### src/hdl/assert_macros.svh
// assertion macros used by sensor_word_crc_check_and_scale
// no dependencies; compiled out when SYNTH is defined
`ifndef ASSERT_MACROS_SVH
`define ASSERT_MACROS_SVH

`ifndef SYNTH

`define SWC_ASSERT_ALWAYS(label, clk, rst, cond) \
  label: assert property (@(posedge clk) disable iff (rst) (cond)) \
    else $error("assertion failed: always");

`define SWC_ASSERT_IMP(label, clk, rst, ante, cons) \
  label: assert property (@(posedge clk) disable iff (rst) (ante) |-> (cons)) \
    else $error("assertion failed: same cycle implication");

`define SWC_ASSERT_NEXT(label, clk, rst, ante, cons) \
  label: assert property (@(posedge clk) disable iff (rst) (ante) |=> (cons)) \
    else $error("assertion failed: next cycle implication");

`else

`define SWC_ASSERT_ALWAYS(label, clk, rst, cond)
`define SWC_ASSERT_IMP(label, clk, rst, ante, cons)
`define SWC_ASSERT_NEXT(label, clk, rst, ante, cons)

`endif

`endif

### src/hdl/swcrc_pkg.sv
// types, constants and the crc-8 byte function of the sensor word checker
// no dependencies
`default_nettype none

package swcrc_pkg;

  localparam int MAX_WORDS = 4;
  localparam int WCNT_W    = 3;

  localparam logic [7:0]        CRC_POLY    = 8'h31;
  localparam logic [7:0]        CRC_INIT    = 8'hFF;
  localparam logic [WCNT_W-1:0] WORDS_RESET = 3'd2;

  localparam logic [14:0] TEMP_GAIN   = 15'd17500;
  localparam logic [14:0] HUM_GAIN    = 15'd10000;
  localparam logic [15:0] TEMP_OFFSET = 16'd4500;
  localparam logic [16:0] DIV_BASE    = 17'd65535;

  typedef enum logic [1:0] {
    POS_HIGH,
    POS_LOW,
    POS_CHECK
  } pos_t;

  function automatic logic [7:0] crc8_byte(input logic [7:0] crc, input logic [7:0] b);
    logic [7:0] c;
    c = crc ^ b;
    for (int i = 0; i < 8; i++) begin
      if (c[7]) begin
        c = {c[6:0], 1'b0} ^ CRC_POLY;
      end else begin
        c = {c[6:0], 1'b0};
      end
    end
    return c;
  endfunction

endpackage

`default_nettype wire

### src/hdl/sensor_word_crc_check_and_scale.sv
// Sensor word receiver: takes read-response bytes one item at a time, checks each
// high/low/check-byte triplet with CRC-8 (poly 0x31, init 0xFF) and emits the word
// with a crc flag, a last marker and a scaled value (centidegrees for word 0,
// centipercent for word 1, zero otherwise). A byte with tuser set opens a new read;
// after the last word or a crc failure bytes are dropped until the next start.
// One byte is accepted every clock cycle unless full stages wait on m_axis_tready.
// Three register stages (input, product, result) carry a check byte to its result;
// the input and product stages can still fill while a result waits on m_axis_tready.
// depends on swcrc_pkg and assert_macros.svh
`default_nettype none

`include "assert_macros.svh"

module sensor_word_crc_check_and_scale (
  input  wire                            clk,
  input  wire                            rst,
  input  wire                            cfg_we,
  input  wire  [swcrc_pkg::WCNT_W-1:0]   cfg_wdata,      // words_per_read
  input  wire                            s_axis_tvalid,
  output logic                           s_axis_tready,
  input  wire  [7:0]                     s_axis_tdata,   // data_byte
  input  wire  [0:0]                     s_axis_tuser,   // start_req
  output logic                           m_axis_tvalid,
  input  wire                            m_axis_tready,
  output logic [39:0]                    m_axis_tdata,   // word_index, raw_word, scaled_value, pad
  output logic [0:0]                     m_axis_tuser,   // crc_ok
  output logic                           m_axis_tlast    // last
);
  import swcrc_pkg::*;

  logic [WCNT_W-1:0] words_per_read;

  // input stage
  logic       in_valid;
  logic [7:0] in_byte;
  logic       in_start;

  // receiver state
  pos_t       pos, pos_next;
  logic [1:0] cur_word, cur_word_next;
  logic [7:0] crc, crc_next;
  logic [7:0] hi_byte, hi_byte_next;
  logic [7:0] lo_byte, lo_byte_next;
  logic       aborted, aborted_next;

  // product stage
  logic        mid_valid;
  logic [1:0]  mid_index;
  logic [15:0] mid_raw;
  logic        mid_ok;
  logic        mid_last;
  logic        mid_temp;
  logic [30:0] mid_prod;

  // result stage
  logic               out_valid;
  logic [1:0]         out_index;
  logic [15:0]        out_raw;
  logic               out_ok;
  logic               out_last;
  logic signed [14:0] out_scaled;

  logic out_load, mid_load, in_adv;

  // effective view of the state once a start is applied
  pos_t              eff_pos;
  logic [1:0]        eff_word;
  logic [7:0]        eff_crc;
  logic              eff_aborted;
  logic [WCNT_W-1:0] words_eff;
  logic              res_hit;
  logic              res_ok;
  logic              res_last;
  logic [14:0]       res_gain;
  logic [30:0]       res_prod;

  logic [14:0] q_est;
  logic [16:0] rem;
  logic [15:0] quo;
  logic [15:0] scaled16;

  assign out_load      = !out_valid || m_axis_tready;
  assign mid_load      = !mid_valid || out_load;
  assign in_adv        = in_valid && mid_load;
  assign s_axis_tready = !in_valid || mid_load;

  always_ff @(posedge clk) begin
    if (rst) begin
      words_per_read <= WORDS_RESET;
    end else if (cfg_we) begin
      words_per_read <= cfg_wdata;
    end
  end

  always_ff @(posedge clk) begin
    if (rst) begin
      in_valid <= 1'b0;
    end else if (s_axis_tready) begin
      in_valid <= s_axis_tvalid;
    end
  end

  always_ff @(posedge clk) begin
    if (s_axis_tready) begin
      in_byte  <= s_axis_tdata;
      in_start <= s_axis_tuser[0];
    end
  end

  // outputs of the receiver for the item in the input stage
  always_comb begin
    eff_pos     = in_start ? POS_HIGH : pos;
    eff_word    = in_start ? 2'd0 : cur_word;
    eff_crc     = in_start ? CRC_INIT : crc;
    eff_aborted = in_start ? 1'b0 : aborted;

    if (words_per_read == '0) begin
      words_eff = WCNT_W'(1);
    end else if (words_per_read > WCNT_W'(MAX_WORDS)) begin
      words_eff = WCNT_W'(MAX_WORDS);
    end else begin
      words_eff = words_per_read;
    end

    res_hit  = in_valid && !eff_aborted && (eff_pos == POS_CHECK);
    res_ok   = (in_byte == eff_crc);
    res_last = !res_ok || ((WCNT_W'(eff_word) + WCNT_W'(1)) >= words_eff);

    case (eff_word)
      2'd0:    res_gain = TEMP_GAIN;
      2'd1:    res_gain = HUM_GAIN;
      default: res_gain = '0;
    endcase
    res_prod = 31'(res_gain) * 31'({hi_byte, lo_byte});
  end

  // next state of the receiver
  always_comb begin
    pos_next      = pos;
    cur_word_next = cur_word;
    crc_next      = crc;
    hi_byte_next  = hi_byte;
    lo_byte_next  = lo_byte;
    aborted_next  = aborted;

    if (in_adv) begin
      pos_next      = eff_pos;
      cur_word_next = eff_word;
      crc_next      = eff_crc;
      aborted_next  = eff_aborted;
      if (!eff_aborted) begin
        unique case (eff_pos)
          POS_HIGH: begin
            hi_byte_next = in_byte;
            crc_next     = crc8_byte(eff_crc, in_byte);
            pos_next     = POS_LOW;
          end
          POS_LOW: begin
            lo_byte_next = in_byte;
            crc_next     = crc8_byte(eff_crc, in_byte);
            pos_next     = POS_CHECK;
          end
          POS_CHECK: begin
            pos_next = POS_HIGH;
            crc_next = CRC_INIT;
            if (res_last) begin
              aborted_next = 1'b1;
            end else begin
              cur_word_next = eff_word + 2'd1;
            end
          end
          default: begin
            pos_next = POS_HIGH;
          end
        endcase
      end
    end
  end

  always_ff @(posedge clk) begin
    if (rst) begin
      pos      <= POS_HIGH;
      cur_word <= '0;
      crc      <= CRC_INIT;
      hi_byte  <= '0;
      lo_byte  <= '0;
      aborted  <= 1'b1;
    end else begin
      pos      <= pos_next;
      cur_word <= cur_word_next;
      crc      <= crc_next;
      hi_byte  <= hi_byte_next;
      lo_byte  <= lo_byte_next;
      aborted  <= aborted_next;
    end
  end

  always_ff @(posedge clk) begin
    if (rst) begin
      mid_valid <= 1'b0;
    end else if (mid_load) begin
      mid_valid <= in_adv && res_hit;
    end
  end

  always_ff @(posedge clk) begin
    if (mid_load) begin
      mid_index <= eff_word;
      mid_raw   <= {hi_byte, lo_byte};
      mid_ok    <= res_ok;
      mid_last  <= res_last;
      mid_temp  <= (eff_word == 2'd0);
      mid_prod  <= res_prod;
    end
  end

  // floor(prod / 65535): estimate by shift, one correction step
  always_comb begin
    q_est    = mid_prod[30:16];
    rem      = {1'b0, mid_prod[15:0]} + {2'b0, q_est};
    quo      = {1'b0, q_est} + 16'(rem >= DIV_BASE);
    scaled16 = quo - (mid_temp ? TEMP_OFFSET : 16'd0);
  end

  always_ff @(posedge clk) begin
    if (rst) begin
      out_valid <= 1'b0;
    end else if (out_load) begin
      out_valid <= mid_valid;
    end
  end

  always_ff @(posedge clk) begin
    if (out_load) begin
      out_index  <= mid_index;
      out_raw    <= mid_raw;
      out_ok     <= mid_ok;
      out_last   <= mid_last;
      out_scaled <= scaled16[14:0];
    end
  end

  assign m_axis_tvalid = out_valid;
  assign m_axis_tdata  = {7'd0, out_scaled, out_raw, out_index};
  assign m_axis_tuser  = out_ok;
  assign m_axis_tlast  = out_last;

  `SWC_ASSERT_ALWAYS(a_pos_legal, clk, rst, pos != 2'd3)
  `SWC_ASSERT_IMP(a_fail_is_last, clk, rst, mid_valid && !mid_ok, mid_last)
  `SWC_ASSERT_IMP(a_other_words_zero, clk, rst,
                  out_valid && out_index[1], out_scaled == 15'sd0)
  `SWC_ASSERT_NEXT(a_start_opens, clk, rst, in_adv && in_start,
                   pos == POS_LOW && !aborted && cur_word == 2'd0)
  `SWC_ASSERT_NEXT(a_idle_holds, clk, rst, in_adv && aborted && !in_start,
                   aborted && $stable(pos) && $stable(crc) && !mid_valid)

endmodule

`default_nettype wire
### config.mk
export PLATFORM = sky130hd
export DESIGN_NAME = sensor_word_crc_check_and_scale
export DESIGN_NICKNAME = d
export VERILOG_FILES = /design/src/hdl/swcrc_pkg.sv /design/src/hdl/sensor_word_crc_check_and_scale.sv
export VERILOG_INCLUDE_DIRS = /design/src /design/src/hdl
export SDC_FILE = /design/constraint.sdc
export NUM_CORES = 1
export LEC_CHECK = 0
export ABC_AREA = 1
export BUFFER_PORTS_ARGS = -buffer_cell sky130_fd_sc_hd__clkbuf_2
export CELL_PAD_IN_SITES_DETAIL_PLACEMENT = 0
export CELL_PAD_IN_SITES_GLOBAL_PLACEMENT = 1
export CORE_MARGIN = 3
export CORE_UTILIZATION = 45
export DETAILED_ROUTE_END_ITERATION = 8
export PLACE_DENSITY_LB_ADDON = 0.1
export SYNTH_ARGS = -nofsm -noshare
export SYNTH_HDL_FRONTEND = slang
export SYNTH_SLANG_ARGS = --single-unit
### constraint.sdc
create_clock -name clk -period 11 [get_ports clk]
set_clock_uncertainty 0.05 [all_clocks]
set_input_delay 0.55 -clock clk [delete_from_list [all_inputs] [get_ports clk]]
set_output_delay 0.55 -clock clk [all_outputs]
set_load 0.02 [all_outputs]
==> results of run 1 <==
==> routing by layer <==
metal	up-vias	part of all wire (%)	track usage, %
met5	-	0	0
met4	0	1.3	4.20
met3	19	2.5	3.08
met2	111	48	33.8
met1	3990	48	27.9
li1	4428	-	-
==> report_power, final <==
group / switching [uW] / internal, uW / total, uW
registers: 31.3 / 578 / 609
logic: 228 / 131 / 359
clock network: 208 / 329 / 537
total: 466 / 1040 / 1500
==> placed cells by master, fill, tap and decap left out, types with 37 or more instances in the layout <==
cell type and instances:
inv_1 268, nand2_1 260, ha_1 180, edfxtp_1 94
fa_1 90, nor2_1 83, a21oi_1 79, clkbuf_2 53
nand3_1 50, o21ai_0 37
==> state kept, by name (all words and copies together) (netlist names), 2 cells and up <==
register	count
mid_prod	29
mid_raw	16
out_raw	16
out_scaled	15
crc	8
hi_byte	8
in_byte	8
lo_byte	8
words_per_read	3
cur_word	2
mid_index	2
out_index	2
pos	2
==> critical path: cells and delay by family (launching register included) <==
kind	cells	cell delay (ps)
adder cells (fa/ha/maj)	8	3620
XOR/XNOR	1	190
flip-flops	1	320
buffers and inverters	4	640
AND/OR/NAND/NOR	7	1450
==> final timing paths <==
path / start / end / slack, ps / cells past startpoint
setup / recovery: in_start / mid_prod[27] / 4530 / 20
hold / removal: s_axis_tdata[6] / in_byte[6] / 250 / 1
setup reg to reg: in_start / mid_prod[27] / 4530 / 20
hold reg to reg: mid_raw[13] / out_raw[13] / 370 / 0
==> logic make-up after synthesis <==
group | after synthesis | share of synthesized area [%]
simple gates | 443 | 16.1
buf+inv | 297 | 9.85
fa+ha+maj | 270 | 33.9
compound gates | 156 | 7.27
flops | 129 | 29.5
xor+xnor | 46 | 3.37
other cells | 1 | 0.0314
==> area by class of cell <==
class / instances / area (um2)
Clock buffer: 23 / 479
Clock inverter: 9 / 78.8
Fill cell: 2539 / 13000
Inverter: 277 / 1040
Multi-Input combinational cell: 922 / 7270
Sequential cell: 129 / 3520
Tap cell: 335 / 419
Timing Repair Buffer: 55 / 280
==> stage by stage <==
step                      power, uW  hold slack (ps)  area [um2]  instances
after floorplan                 880              350       12000       1348
after global placement          981              352       12500       1718
after detailed placement        980              355       12500       1718
after CTS                      1530              236       13100       1750
after global routing           1600              234       13100       1750
final                          1500              251       13100       1750
==> flow_metrics.env, run 1 <==
export IMPL_finalCritPeriodShare_pct=58.8
export IMPL_ir_drop_uv=108
export IMPL_cp_cell_sequence="buf_4 -> inv_2 -> nand2_1 -> ha_1 -> nand2_1 -> inv_1 -> ha_1 -> fa_1 -> fa_1 -> fa_1 -> fa_1 -> ha_1 -> ha_1 -> nand2_1 -> nor2_1 -> inv_1 -> nor3_1 -> nand3_1 -> nand3_1 -> xor2_1"
export IMPL_synth_edf_count=94
export IMPL_start_util_pct=45.8
export IMPL_core_um2=26100
export IMPL_nets=1689
export IMPL_ys_types=42
export IMPL_vias=8548
export IMPL_ys_seq_area_share_pct=29.5
export IMPL_finalMaxSlewViolations=0
export IMPL_ys_ff_latch=129
export IMPL_rsz0062_at_grt="false"
export IMPL_area_growth_pct=9.59
export IMPL_setup_violations=0
export IMPL_relSlewSlack_pct=35.7
export IMPL_yosysWarningCount=0
export IMPL_antenna_cells=0
export IMPL_leakage_uw=0.00735
export IMPL_worstPathMaxFanout=17
export IMPL_die_w_um=169
export IMPL_endpoint_kind="register"
export IMPL_firstDrtPassIters=5
export IMPL_synth_top_area_share_pct=23.6
export IMPL_antenna_found_initial=0
export IMPL_max_freq_mhz=155
export IMPL_clk_path_buf_depth=2
export IMPL_hold_viol_final=0
export IMPL_fin_crit_ps=6470
export IMPL_setup_slack_ps=4530
export IMPL_yosysMostFrequentCell="inv_1"
export IMPL_synthFlopType="edfxtp_1"
export IMPL_die_h_um=169
export IMPL_grt_pass1_wl_um=45500
export IMPL_cts_resized=0
export IMPL_wl_per_cell_um=15.7
export IMPL_grt_overflow=0
export IMPL_place_gp_congestion=0.880
export IMPL_synth_area_per_cell_um2=8.90
export IMPL_clockRootBuffer="clkbuf_16"
export IMPL_dieArea_um2=28500
export IMPL_post_cts_buffers=0
export IMPL_grt_start_max_net_pins=53
export IMPL_clk_pin_slew_ps=60
export IMPL_postLayoutCoreUtil_pct=50.2
export IMPL_wl_um=27500
export IMPL_synthCells=1342
export IMPL_synthTopCellsByCount="inv_1 (269), nand2_1 (261), ha_1 (180)"
export IMPL_yosys_area_top_type="edfxtp_1"
export IMPL_grt_usage_pct=20.2
export IMPL_portBuffers=53
export IMPL_drcViolationCount=0
export IMPL_slowest_delay_ps=610
export IMPL_startpoint_type="register"
export IMPL_run_status="finished, final reports clean"
export IMPL_p_per_area_nw_per_um2=115
export IMPL_dp_slack_ps=4510
export IMPL_cts_made_buffers=17
export IMPL_crit_type="reg -> reg"
export IMPL_dp_final_hpwl_um=23000
export IMPL_clk_latency_ps=420
export IMPL_slowest_stage="ha_1"
export IMPL_synth_area_um2=11900
export IMPL_min_path_type="in -> reg"
export IMPL_drtIter0Drc=367
export IMPL_synth_area_top_cells="edfxtp_1 (24%), ha_1 (19%), fa_1 (15%)"
export IMPL_grt_pass1_vias=8752
export IMPL_clkSinkCount=129
export IMPL_row_count=59
export IMPL_viasPerCell=4.88
export IMPL_async_flop_share_pct=0
export IMPL_arrival_ps=6670
export IMPL_worst_ep_required_time_ps=11200
export IMPL_cts_tree="done"
export IMPL_ant_nets=0
export IMPL_holdBufCountCts=0
export IMPL_finalSetupTns_ps=0
export IMPL_worstMarginPinSlew_ps=962
export IMPL_drive_above_1_share_pct=8.83
export IMPL_cap_violations=0
export IMPL_htree_levels=4
export IMPL_ios=61
(Power assumes the default switching activity.)
==> run 2, diff against run 1 <==
Settings changed: ABC_AREA 1 to 0.
Clock period 11 ns to 6.25 ns, I/O delays scaled along.
==> flow_metrics.env, run 2 <==
export IMPL_relSlewSlack_pct=48.2
export IMPL_grt_start_max_net_pins=52
export IMPL_vias=7575
export IMPL_clk_latency_ps=420
export IMPL_cap_violations=0
export IMPL_clockRootBuffer="clkbuf_16"
export IMPL_clk_path_buf_depth=2
export IMPL_drcViolationCount=0
export IMPL_slowest_stage="fa_1"
export IMPL_ys_ff_latch=129
export IMPL_wl_um=25100
export IMPL_antenna_cells=0
export IMPL_endpoint_kind="register"
export IMPL_cp_cell_sequence="nand2b_2 -> buf_4 -> and2_1 -> ha_1 -> inv_1 -> fa_1 -> inv_1 -> fa_1 -> inv_1 -> fa_1 -> inv_1 -> fa_1 -> ha_1 -> ha_1 -> o211a_1 -> o31ai_2 -> a21oi_2 -> a2111oi_4 -> o21ai_2 -> or4b_1 -> nand3_1"
export IMPL_postLayoutCoreUtil_pct=52.4
export IMPL_clk_pin_slew_ps=60
export IMPL_ir_drop_uv=153
export IMPL_antenna_found_initial=0
export IMPL_synth_area_per_cell_um2=10.6
export IMPL_drive_above_1_share_pct=11.9
export IMPL_wl_per_cell_um=16.9
export IMPL_arrival_ps=6250
export IMPL_crit_type="reg -> reg"
export IMPL_nFillCells=2267
export IMPL_final_common_cell="ha_1"
export IMPL_synth_area_top_cells="edfxtp_1 (25%), ha_1 (20%), fa_1 (16%)"
export IMPL_finalMaxSlewViolations=0
export IMPL_dp_final_hpwl_um=20300
export IMPL_place_gp_congestion=0.898
export IMPL_finalCritPeriodShare_pct=96.1
export IMPL_setup_violations=0
export IMPL_largest_register_ffs=29
export IMPL_yosysWarningCount=0
export IMPL_htree_levels=4
export IMPL_leakage_uw=0.00689
export IMPL_grt_pass1_wl_um=40300
export IMPL_yosys_area_top_type="edfxtp_1"
export IMPL_startpoint_type="register"
export IMPL_fin_crit_ps=6000
export IMPL_area_growth_pct=13.3
export IMPL_die_h_um=165
export IMPL_synth_area_um2=11400
export IMPL_crit_buf_inv=5
export IMPL_worstMarginPinSlew_ps=777
export IMPL_critical_path_top_delay_family="adder cells"
export IMPL_firstDrtPassIters=5
export IMPL_dieArea_um2=27200
export IMPL_max_freq_mhz=167
export IMPL_drtIter0Drc=446
export IMPL_portBuffers=53
export IMPL_ys_types=64
export IMPL_ios=61
export IMPL_run_status="finished, final reports clean"
export IMPL_min_path_type="in -> reg"
export IMPL_synthFlopType="edfxtp_1"
export IMPL_mostFrequentLayoutCells="ha_1 (173), inv_1 (162), edfxtp_1 (94)"
export IMPL_yosysMostFrequentCell="ha_1"
export IMPL_cts_made_buffers=17
export IMPL_cts_tree="done"
export IMPL_hold_viol_final=0
export IMPL_worst_ep_required_time_ps=6490
export IMPL_synthTopCellsByCount="ha_1 (180), inv_1 (162), edfxtp_1 (94)"
export IMPL_largestRegisters="mid_prod x29, mid_raw x16, out_raw x16"
export IMPL_row_count=57
export IMPL_slowest_delay_ps=520
export IMPL_finalSetupTns_ps=0
export IMPL_dp_slack_ps=118
export IMPL_nets=1436
export IMPL_start_util_pct=46.2
export IMPL_core_um2=24600
export IMPL_regMostFlops="mid_prod"
export IMPL_worstPathMaxFanout=19
export IMPL_die_w_um=165
export IMPL_ant_nets=0
export IMPL_synth_top_area_share_pct=24.8
export IMPL_setup_slack_ps=245
export IMPL_ys_seq_area_share_pct=31.0
export IMPL_async_flop_share_pct=0
export IMPL_synth_edf_count=94
export IMPL_synthCells=1070
export IMPL_p_per_area_nw_per_um2=192
export IMPL_grt_pass1_vias=7542
export IMPL_grt_usage_pct=19.4
export IMPL_total_power_uw=2480
export IMPL_clkSinkCount=129
export IMPL_viasPerCell=5.10
export IMPL_grt_overflow=0
run 2: worst reg2reg max path, cell delays in order (launching register included):
cell and delay, ps:
edfxtp_1 420, nand2b_2 240, buf_4 220, and2_1 210, ha_1 290, inv_1 60, fa_1 520, inv_1 80
fa_1 500, inv_1 50, fa_1 470, inv_1 50, fa_1 470, ha_1 300, ha_1 360, o211a_1 240
o31ai_2 90, a21oi_2 140, a2111oi_4 430, o21ai_2 120, or4b_1 480, nand3_1 80
run 2: area by class of cell:
type	instances	area [um2]	share of cell area [%]
repair buffers	81	489	3.80
flip-flops and latches	129	3520	27.3
clock buffers	21	493	3.82
clock inverters	11	114	0.883
inverters	162	608	4.72
multi-input cells	758	7260	56.3
well taps	324	405	3.15
run 2: cell families after synthesis:
family / after synthesis / synth area share (%)
xor+xnor: 69 / 5.31
buf+inv: 189 / 6.48
simple gates: 231 / 10.1
flops: 129 / 31.0
compound gates: 159 / 9.53
mux: 22 / 1.95
fa+ha+maj: 270 / 35.7
other cells: 1 / 0.0330
run 2: where the power goes:
part / leakage, uW / switching (uW) / internal, uW
logic: 0.00523 / 242 / 180
clock network: 0.000288 / 424 / 614
registers: 0.00137 / 38.3 / 979
run 2: routing by layer:
layer	global-route usage [%]	vias to the layer above	share of wire, %
met1	29.0	3637	51
li1	-	3811	-
met2	29.9	110	45
met3	2.91	17	3.1
met4	3.96	0	0.99
met5	0	-	0
run 2: timing repair:
| item | CTS | global route |
|---|---|---|
| hold buffers | 4 | 0 |
| gates resized for setup | 0 | 12 |
| setup endpoints to repair | 0 | 6 |
| buffers inserted | 0 | 1 |
| hold endpoints to repair | 4 | 0 |
run 2: worst paths after layout:
kind	from	endpoint	slack, ps	depth (start not counted)
min reg2reg	mid_index[0]	out_index[0]	370	0
max reg2reg	in_start	mid_prod[29]	250	21
max	in_start	mid_prod[29]	250	21
min	s_axis_tdata[2]	in_byte[2]	20	1
run 2: through the flow:
stage	std cells	area [um2]	hold slack, ps
6_report	1486	12900	17.1
5_1_grt	1486	12900	2.02
4_1_cts	1485	12800	1.12
3_5_place_dp	1449	12200	357
3_3_place_gp	1449	12200	351
2_1_floorplan	1076	11500	350
==> run 3, diff against run 2 <==
Settings changed: PLACE_DENSITY_LB_ADDON 0.1 to 0.2, TNS_END_PERCENT set to 10.
==> flow_metrics.env, run 3 (same netlist as run 2, synthesis figures left out) <==
export IMPL_run_status="finished, final reports clean"
export IMPL_multiInputGateArea_um2=7390
export IMPL_final_area_um2=13000
export IMPL_clockRootBuffer="clkbuf_16"
export IMPL_dp_final_hpwl_um=20300
export IMPL_wl_um=24900
export IMPL_startpoint_type="register"
export IMPL_grt_overflow=0
export IMPL_dieArea_um2=27200
export IMPL_cts_made_buffers=17
export IMPL_vias=7621
export IMPL_htree_levels=4
export IMPL_area_growth_pct=13.9
export IMPL_cp_cell_sequence="nand2b_4 -> ha_2 -> buf_4 -> nand2_1 -> inv_1 -> ha_1 -> fa_1 -> fa_1 -> fa_1 -> fa_1 -> ha_4 -> ha_4 -> a21oi_1 -> nand2_1 -> a221o_1 -> a2111oi_4 -> o21ai_2 -> or4b_1 -> nand3_1"
export IMPL_slowest_delay_ps=610
export IMPL_instances_no_fill=1481
export IMPL_row_count=57
export IMPL_dp_slack_ps=85.0
export IMPL_cap_violations=0
export IMPL_place_area_um2=12100
export IMPL_finalMaxSlewViolations=0
export IMPL_regMostFlops="mid_prod"
export IMPL_setup_slack_ps=238
export IMPL_antenna_cells=0
export IMPL_min_path_type="in -> reg"
export IMPL_hold_slack_ps=16.8
export IMPL_ir_drop_uv=116
export IMPL_die_h_um=165
export IMPL_start_util_pct=46.2
export IMPL_antenna_found_initial=0
export IMPL_ant_nets=0
export IMPL_drive_above_1_share_pct=13.9
export IMPL_arrival_ps=6250
export IMPL_largest_register_ffs=29
export IMPL_fin_crit_ps=6010
export IMPL_endpoint_kind="register"
export IMPL_worstMarginPinSlew_ps=817
export IMPL_die_w_um=165
export IMPL_rsz0062_at_grt="true"
export IMPL_grt_start_max_net_pins=52
export IMPL_mostFrequentLayoutCells="ha_1 (164), inv_1 (160), edfxtp_1 (94)"
export IMPL_place_gp_congestion=0.851
export IMPL_grt_usage_pct=19.5
export IMPL_setup_violations=0
export IMPL_ios=61
export IMPL_leakage_uw=0.00684
export IMPL_worst_ep_required_time_ps=6490
export IMPL_relSlewSlack_pct=45.5
export IMPL_viasPerCell=5.15
export IMPL_dpl_cell_count=1441
export IMPL_core_um2=24600
export IMPL_wl_per_cell_um=16.8
export IMPL_grt_pass1_vias=7679
export IMPL_crit_buf_inv=2
export IMPL_grt_pass1_wl_um=40900
export IMPL_max_freq_mhz=166
export IMPL_worstPathMaxFanout=10
export IMPL_portBuffers=53
export IMPL_drtIter0Drc=289
export IMPL_finalCritPeriodShare_pct=96.2
export IMPL_clk_latency_ps=440
export IMPL_drcViolationCount=0
export IMPL_nFillCells=2248
export IMPL_crit_type="reg -> reg"
export IMPL_cts_tree="done"
export IMPL_p_per_area_nw_per_um2=186
export IMPL_hold_viol_final=0
export IMPL_largestRegisters="mid_prod x29, mid_raw x16, out_raw x16"
export IMPL_nets=1431
export IMPL_clk_path_buf_depth=2
export IMPL_clkSinkCount=129
export IMPL_cp_common_cell="fa_1"
export IMPL_clk_pin_slew_ps=70
export IMPL_firstDrtPassIters=5
export IMPL_final_common_cell="ha_1"
export IMPL_total_power_uw=2410
export IMPL_seq_area_um2=3520
export IMPL_critical_path_top_delay_family="adder cells"
export IMPL_slowest_stage="fa_1"
-- run 3: per-layer routing --
layer	wire length (um)	track usage [%]	up-vias
met5	0	0	-
li1	-	-	3797
met3	759	3.49	22
met2	11200	29.5	93
met4	298	4.50	0
met1	12600	29.0	3709
-- run 3: worst reg2reg max path, stage by stage, from the launching register on --
cell and delay [ps]:
edfxtp_1 420, nand2b_4 180, ha_2 210, buf_4 190, nand2_1 100, inv_1 70, ha_1 340, fa_1 530
fa_1 580, fa_1 460, fa_1 610, ha_4 220, ha_4 270, a21oi_1 130, nand2_1 80, a221o_1 400
a2111oi_4 360, o21ai_2 120, or4b_1 470, nand3_1 80
-- run 3: cell type report --
cell class / count / area share [%]
flip-flops and latches: 129 / 27.2
multi-input cells: 758 / 57.1
inverters: 162 / 4.69
clock buffers: 17 / 3.28
repair buffers: 76 / 3.54
clock inverters: 15 / 1.09
well taps: 324 / 3.13
-- run 3: path summary, 6_finish.rpt --
path,slack [ps],to,from,depth (start not counted)
max reg2reg,240,mid_prod[29],in_start,19
min,20,in_byte[2],s_axis_tdata[2],1
min reg2reg,360,m_axis_tlast,mid_last,0
max,240,mid_prod[29],in_start,19
-- run 3: timing repair --
action	4_1_cts	5_1_grt
hold buffers	6	1
resized for setup	0	52
setup endpoints to repair	0	8
endpoints found under the hold margin	6	1
buffers inserted	0	1
-- run 3: power breakdown --
| group | switching, uW | internal (uW) | total [uW] |
|---|---|---|---|
| clock network | 433 | 527 | 960 |
| logic | 243 | 184 | 427 |
| registers | 39.2 | 979 | 1020 |
-- run 3: per-stage QoR --
step / TNS, ps / util, %
2_1_floorplan: -56.1 / -
3_5_place_dp: 0 / 49.1
6_report: 0 / 52.7
3_3_place_gp: 0 / 49.1
4_1_cts: 0 / 51.7
5_1_grt: -47.0 / 52.7
